**config.mk**
```make
export PLATFORM = sky130hd
export DESIGN_NAME = srp_cell
export DESIGN_NICKNAME = d
export VERILOG_FILES = /design/src/design/assert_macros.svh /design/src/design/srp_pkg.sv /design/src/design/srp_cell.sv
export SDC_FILE = /design/constraint.sdc
export NUM_CORES = 1
export LEC_CHECK = 0
export BUFFER_PORTS_ARGS = -buffer_cell sky130_fd_sc_hd__buf_2
export CORE_MARGIN = 2
export CORE_UTILIZATION = 40
export CTS_BUF_LIST = sky130_fd_sc_hd__clkbuf_8
export CTS_CLUSTER_SIZE = 10
export DETAILED_ROUTE_END_ITERATION = 6
export PLACE_DENSITY_LB_ADDON = 0.1
export SLEW_MARGIN = 0
export SYNTH_ARGS = -nofsm -noshare
export SYNTH_HDL_FRONTEND = slang
export SYNTH_SLANG_ARGS = --single-unit
```
**constraint.sdc**
```tcl
create_clock -name clk -period 3.4 [get_ports clk]
set_input_delay 0.51 -clock clk [delete_from_list [all_inputs] [get_ports clk]]
set_output_delay 0.51 -clock clk [all_outputs]
set_load 0.02 [all_outputs]
```
**src/design/assert_macros.svh**
```systemverilog
// Assertion macros shared by the design files.
// Real checks in simulation; empty bodies when SYNTHESIS is defined.
`ifndef ASSERT_MACROS_SVH
`define ASSERT_MACROS_SVH
`ifndef SYNTHESIS
// Condition a implies condition b in the same cycle.
`define SRP_ASSERT_IMPL(label, clk, rst_n, a, b) \
    label: assert property (@(posedge clk) disable iff (!rst_n) (a) |-> (b)) \
        else $error("implication check failed");
// Condition a implies condition b in the next cycle.
`define SRP_ASSERT_NEXT(label, clk, rst_n, a, b) \
    label: assert property (@(posedge clk) disable iff (!rst_n) (a) |=> (b)) \
        else $error("next-cycle check failed");
// Condition a holds in every cycle out of reset.
`define SRP_ASSERT_ALWAYS(label, clk, rst_n, a) \
    label: assert property (@(posedge clk) disable iff (!rst_n) (a)) \
        else $error("invariant check failed");
`else
`define SRP_ASSERT_IMPL(label, clk, rst_n, a, b)
`define SRP_ASSERT_NEXT(label, clk, rst_n, a, b)
`define SRP_ASSERT_ALWAYS(label, clk, rst_n, a)
`endif
`endif

```
**src/design/srp_pkg.sv**
```systemverilog
// Shared types and constants for the sliding-window range peak block.
// No dependencies.
package srp_pkg;

    localparam int DATA_W = 31;
    localparam int CFG_W  = 7;

    localparam logic [CFG_W-1:0] WINDOW_SIZE_RESET = 7'd4;

    // Per-item control carried down the pipeline.
    typedef struct packed {
        logic ready;
        logic last;
    } srp_ctrl_t;

endpackage

```
**src/design/srp_cell.sv**
```systemverilog
// One window cell: running max and min over the newest entries up to its position.
// Depends on srp_pkg.
module srp_cell (
    input  logic                       clk,
    input  logic                       en,
    input  logic                       fresh,
    input  logic [srp_pkg::DATA_W-1:0] sample,
    input  logic [srp_pkg::DATA_W-1:0] prev_max,
    input  logic [srp_pkg::DATA_W-1:0] prev_min,
    output logic [srp_pkg::DATA_W-1:0] max_out,
    output logic [srp_pkg::DATA_W-1:0] min_out
);
    import srp_pkg::*;

    logic [DATA_W-1:0] max_reg, max_next;
    logic [DATA_W-1:0] min_reg, min_next;

    // After a shift, cell i covers the new sample plus what cell i-1 covered.
    always_comb
    begin
        if (fresh)
        begin
            max_next = sample;
            min_next = sample;
        end
        else
        begin
            max_next = (sample > prev_max) ? sample : prev_max;
            min_next = (sample < prev_min) ? sample : prev_min;
        end
    end

    always_ff @(posedge clk)
    begin
        if (en)
        begin
            max_reg <= max_next;
            min_reg <= min_next;
        end
    end

    assign max_out = max_reg;
    assign min_out = min_reg;

endmodule

```
==> impl_metrics.yaml, run 1 <==
critical_path:
  cpMaxStageDelayCell: "a21oi_4"
  slowest_delay_ns: 0.92
  cp_top_family: "compound AO/OA/AOI/OAI gates"
  required_ns: 3.51
  worstPathCellList: "buf_2, ha_1, a21oi_1, o21ai_0, a221oi_1, o22ai_1, a21oi_4, mux2_2"
  cp.arrival_ns: 3.14
  setup.worst_path.start_class: "primary input"
  worstSetupPathType: "in2reg"
  timing.critical_path.buf_inv: 1
  end_kind: "register"
  path_max_fanout: 31
pwr:
  combinationalPowerShare: 0.298
  p_sw_frac: 0.3090
  p_leak_nw: 3.017
  irDropWorstVdd_uv: 197.7
  p_per_area_nw_per_um2: 376.6
  clockPowerShare: 0.298
  p_int_w: 0.001652
  p_switching_w: 0.0007388
  p_seq_frac: 0.403
grt:
  gr-max-usage-layer: "met2"
  track_usage: 0.1982
  grt_pass1_vias: 4223
  grt_max_degree: 64
  antenna_found_initial: 0
  grt_use_met2: 0.3187
  met1_usage: 0.2604
  grt_pass1_wl_um: 20930
  grt_overflow: 0
  use_met3: 0.04016
die:
  core-area_um2: 12520
  start_util: 0.4072
  dieHeight_um: 116.9
  rows: 41
  die_w_um: 116.9
  dieArea_um2: 13660
  pin_count: 158
clocking:
  cts_tree: "built"
  cts_root_buffer: "clkbuf_8"
  cts.clk_slew.worst_paths_ns: 0.07
  cts-buffers-inserted: 9
  cts_setup_buffers: 0
  clkSinkCount: 62
  clock_path_buffers: 2
  post_cts_resized: 0
  cts_hold_buf: 0
  cts-htree-levels: 3
routing:
  drc: 0
  routed_wirelength_um: 13280
  via_per_inst: 5.410
  wire_per_inst_um: 16.02
  num_vias: 4485
  firstDrtPassIters: 4
  antenna_left: 0
  drtIter0Drc: 234
worst_hold_path:
  hold_class: "in2reg"
timing:
  slew_headroom: 0.2073
  post-route-period-util: 0.8906
  slew_violations: 0
  max_freq_mhz: 330.2
  hold_viol: 0
  setup_violations: 0
  layout_setup_ws_ns: 0.3719
  rsz0062_at_grt: "false"
  tightest_slew_ns: 1.186
  hold_slack_ns: 0.4619
  min_period_ns: 3.028
finish:
  insertedDiodeCount: 0
  drive_gt1_frac: 0.3851
  fillers: 1186
  seq_area_um2: 1862
  fin_nets: 809
  synthToLayoutAreaGrowth_pct: 24.52
  multi_input_area_um2: 2890
synth:
  syn_inst: 499
  syn_nets: 656
  synth-compound-area-share: 0.1711
  synth-edff-count: 62
  synth_flop_cell: "edfxtp_1"
  avgSynthCellArea_um2: 10.22
  syn-cell-area_um2: 5097
  synth_top_family_by_area: "simple AND/OR/NAND/NOR gates"
  yosys-mux-area-fraction: 0.06848
  ys_types: 37
  synthXorXnorAreaFrac: 0
  synthAdderAreaFrac: 0.1497
  synthArstFlopShare: 0
  ys_warn_count: 0
  synth-simple-area-share: 0.1718
  ys_ff_latch: 62
  yosysSeqAreaShare: 0.3652
outcome:
  status: "finished clean"
placement:
  hpwl_um: 9795
  io_buffers: 157
  place.gp.congestion: 0.7925
  pre_cts_ws_ns: -0.05956
run:
  cap_violations: 0
## power groups by stage
stage / Sequential, W / Clock, W / Combinational [W]
finish: 0.000964 / 0.000713 / 0.000714
detailed placement: 0.000981 / 0 / 0.000715
floorplan: 0.00109 / 0 / 0.000337
CTS: 0.000966 / 0.000735 / 0.000719
global route: 0.000972 / 0.000764 / 0.000791
global placement: 0.000980 / 0 / 0.000705
## synthesized netlist by cell type, types with 19 or more instances
| cell type | number | area share |
|---|---|---|
| a211o_1 | 31 | 0.053 |
| a21oi_1 | 29 | 0.028 |
| a221o_1 | 31 | 0.061 |
| and2_4 | 29 | 0.050 |
| clkbuf_1 | 25 | 0.018 |
| edfxtp_1 | 62 | 0.37 |
| ha_1 | 61 | 0.15 |
| inv_1 | 62 | 0.046 |
| mux2_2 | 31 | 0.068 |
| nand2_1 | 19 | 0.014 |
| nor3_1 | 31 | 0.030 |
| nor4_1 | 30 | 0.037 |
## final cells by class
cell class,instances,area share
clock buffer,9,0.01952
clock inverter,7,0.01262
inverter,62,0.03666
multi-input combinational,344,0.4554
sequential,62,0.2933
tap,172,0.03390
timing repair buffer,173,0.1486
## placed cells by master, fill, tap and decap left out, types with 2 or more instances in the layout
cell type	count
buf_2	157
inv_1	63
edfxtp_1	62
ha_1	61
nor3_1	31
a221o_1	31
a211o_1	31
mux2_2	31
nor4_1	30
and2_4	29
a21oi_1	28
nand2_1	19
buf_4	13
o21ai_0	9
clkbuf_8	9
nand4_1	8
nor2_1	7
nand3_1	5
a221oi_1	4
clkinv_1	3
buf_12	3
and4_1	2
bufinv_16	2
## path summary, 6_finish.rpt
kind,endpoint,slack [ns],cells past startpoint,from
max,min_out[2]$_DFFE_PP_,0.37,8,sample[24]
min,min_out[9]$_DFFE_PP_,0.46,2,prev_min[9]
## registers in the layout (all words and copies together), names as in the netlist
| name | count |
|---|---|
| max_out | 31 |
| min_out | 31 |
## per-stage QoR
stage                     std cells  setup TNS (ns)  utilization  total power, W  area (µm²)
after floorplan                 499               0            -        0.001429        5097
final                           829               0       0.5071        0.002391        6347
after CTS                       829               0       0.5071        0.002420        6347
after global placement          813         -0.6928       0.4908        0.001685        6143
after detailed placement        813          -1.389       0.4908        0.001696        6143
after global routing            829               0       0.5071        0.002528        6347
## layer usage
| metal | up-vias | part of all wire | routed length (µm) |
|---|---|---|---|
| li1 | 2229 | - | - |
| met1 | 2101 | 0.46 | 6119 |
| met2 | 134 | 0.47 | 6214 |
| met3 | 21 | 0.049 | 656 |
| met4 | 0 | 0.022 | 290 |
| met5 | - | 0 | 0 |
## cell families after synthesis
logic type | after synthesis
adder cells (fa/ha/maj) | 61
flip-flops | 62
AND/OR/NAND/NOR | 140
buffers and inverters | 93
AO/OA/AOI/OAI | 112
multiplexers | 31
Note: power is estimated with default switching activity, not from simulation.
==> run 2: changes to the inputs <==
--- a/config.mk
+++ b/config.mk
@@ -5,6 +5,7 @@
 export SDC_FILE = /design/constraint.sdc
 export NUM_CORES = 1
 export LEC_CHECK = 0
+export ABC_AREA = 1
 export BUFFER_PORTS_ARGS = -buffer_cell sky130_fd_sc_hd__buf_2
 export CORE_MARGIN = 2
 export CORE_UTILIZATION = 40
@@ -12,6 +13,7 @@
 export CTS_CLUSTER_SIZE = 10
 export DETAILED_ROUTE_END_ITERATION = 6
 export PLACE_DENSITY_LB_ADDON = 0.1
+export SETUP_SLACK_MARGIN = 0.02
 export SLEW_MARGIN = 0
 export SYNTH_ARGS = -nofsm -noshare
 export SYNTH_HDL_FRONTEND = slang
==> impl_metrics.yaml, run 2 <==
outcome:
  status: "finished clean"
clocking:
  cts-htree-levels: 3
  cts.clk_slew.worst_paths_ns: 0.08
  clkSinkCount: 62
  post_cts_resized: 0
  cts_root_buffer: "clkbuf_8"
  cts_setup_buffers: 0
  cts_tree: "built"
  clock_path_buffers: 2
  cts-buffers-inserted: 9
  cts_hold_buf: 0
finish:
  multi_input_area_um2: 2364
  seq_area_um2: 1862
  synthToLayoutAreaGrowth_pct: 22.67
  final_common_cell: "buf_2"
  fin_cells: 845
  finalInstanceArea_um2: 5741
  fin_nets: 854
  drive_gt1_frac: 0.3604
  fillers: 1154
  insertedDiodeCount: 0
  final_cell_mix: "157 x buf_2, 129 x nand2_1, 75 x inv_1"
synth:
  synthXorXnorAreaFrac: 0
  ys_types: 26
  yosysSeqAreaShare: 0.3979
  synth_top_area_frac: 0.3979
  yosys-mux-area-fraction: 0
  synthArstFlopShare: 0
  syn_nets: 699
  synth_area_leaders: "edfxtp_1 40%, ha_1 16%, nand2_1 10%, nand2_2 8.4%, nand3_1 7.1%"
  ys_warn_count: 0
  synth-simple-area-share: 0.3019
  synthAdderAreaFrac: 0.1631
  synth_common_cells: "129 x nand2_1, 74 x inv_1, 66 x nand3_1"
  synth-compound-area-share: 0.04011
  syn-cell-area_um2: 4679
  synth_flop_cell: "edfxtp_1"
  synth-edff-count: 62
  synth.most_common_cell: "nand2_1"
  synth_top_cell_by_area: "edfxtp_1"
  synth_top_family_by_area: "simple AND/OR/NAND/NOR gates"
  ys_ff_latch: 62
  syn_inst: 542
  avgSynthCellArea_um2: 8.634
grt:
  grt_max_degree: 35
  grt_pass1_vias: 4009
  track_usage: 0.1946
  grt_overflow: 0
  grt_pass1_wl_um: 19360
  antenna_found_initial: 0
die:
  dieArea_um2: 12580
  rows: 39
  dieHeight_um: 112.2
  pin_count: 158
  start_util: 0.4098
  core-area_um2: 11420
  die_w_um: 112.2
pwr:
  p_per_area_nw_per_um2: 408.3
  irDropWorstVdd_uv: 191.3
  p_leak_nw: 3.077
routing:
  dr.max_layer_used: "met4"
  num_vias: 4105
  met1Wirelength_um: 5451
  routed_wirelength_um: 12190
  drc: 0
  wire_per_inst_um: 14.42
  antenna_left: 0
  via_per_inst: 4.858
  routed-wl-met3_um: 731
  wl_met2_um: 5794
  drtIter0Drc: 142
  firstDrtPassIters: 4
timing:
  slew_headroom: 0.4970
  hold_slack_ns: 0.4682
  slew_violations: 0
  layout_setup_ws_ns: 1.046
  post-route-period-util: 0.6924
  hold_viol: 0
  setup_violations: 0
  tightest_slew_ns: 0.7544
  rsz0062_at_grt: "false"
  tns_ns: 0
  min_period_ns: 2.354
  max_freq_mhz: 424.8
placement:
  pre_cts_ws_ns: 0.7252
  place_area_um2: 5537
  dp.cells: 829
  place.gp.congestion: 0.7957
  hpwl_um: 9087
  io_buffers: 157
critical_path:
  end_kind: "register"
  worstSetupPathType: "in2reg"
  path_common_cell: "nand2_1"
  worstPathCellList: "buf_2, ha_1, nand2_1, nor2_1, nand4_1, nor2_1, nand2_1, nand2_2, nand2_4, nand2_1, nand2_1"
  cpMaxStageDelayCell: "nand2_4"
  path_max_fanout: 31
  setup.worst_path.start_class: "primary input"
  required_ns: 3.49
  slowest_delay_ns: 0.33
  cp.arrival_ns: 2.44
worst_hold_path:
  hold_class: "in2reg"
run:
  cap_violations: 0
[run 2: cell types whose count changed in the layout (fill, tap and decap cells not counted), sizes merged, moves of 4 or more]
cell    change
a211o      -31
nor3       -27
and2       -30
buf        -11
nor2        +9
nor4       -32
inv        +17
a221oi      -4
nand2     +175
o21ai       -6
nand3      +62
a221o      -31
nand4       -4
mux2       -31
[run 2: power by group]
group | switching (W) | leakage, nW | total (W) | internal [W]
sequential | 0.0000220 | 0.605 | 0.000966 | 0.000944
clock | 0.000311 | 0.107 | 0.000713 | 0.000402
combinational | 0.000435 | 2.36 | 0.000664 | 0.000230
[run 2: metrics by stage]
step	util	total power, W
6_report	0.5027	0.002344
3_3_place_gp	0.4849	0.001638
3_5_place_dp	0.4849	0.001652
5_1_grt	0.5027	0.002470
2_1_floorplan	-	0.001417
4_1_cts	0.5027	0.002366
[run 2: area by class of cell]
cell class | instances | area share
Multi-Input combinational cell | 383 | 0.4117
Sequential cell | 62 | 0.3243
Timing Repair Buffer | 162 | 0.1456
Inverter | 79 | 0.05166
Tap cell | 143 | 0.03117
Clock buffer | 9 | 0.02158
Clock inverter | 7 | 0.01395
[run 2: per-layer routing]
metal,vias up,global-route usage
met4,0,0.07561
met2,143,0.3233
met1,1856,0.2532
met3,18,0.03510
li1,2088,-
met5,-,0
[run 2: worst paths after layout]
kind | startpoint | to | slack [ns] | depth (start not counted)
worst max-delay path | sample[22] | min_out[10]$_DFFE_PP_ | 1.05 | 11
worst min-delay path | prev_min[25] | min_out[25]$_DFFE_PP_ | 0.47 | 3
[run 2: kinds of logic after synthesis]
group	after synthesis
compound gates	35
flops	62
buf+inv	97
fa+ha+maj	61
simple gates	287
[run 2: critical path, delay by kind of cell]
kind                       cells  cell delay, ns
adders and majority gates      1            0.31
buffers and inverters          1            0.13
and+or+nand+nor                9            1.48
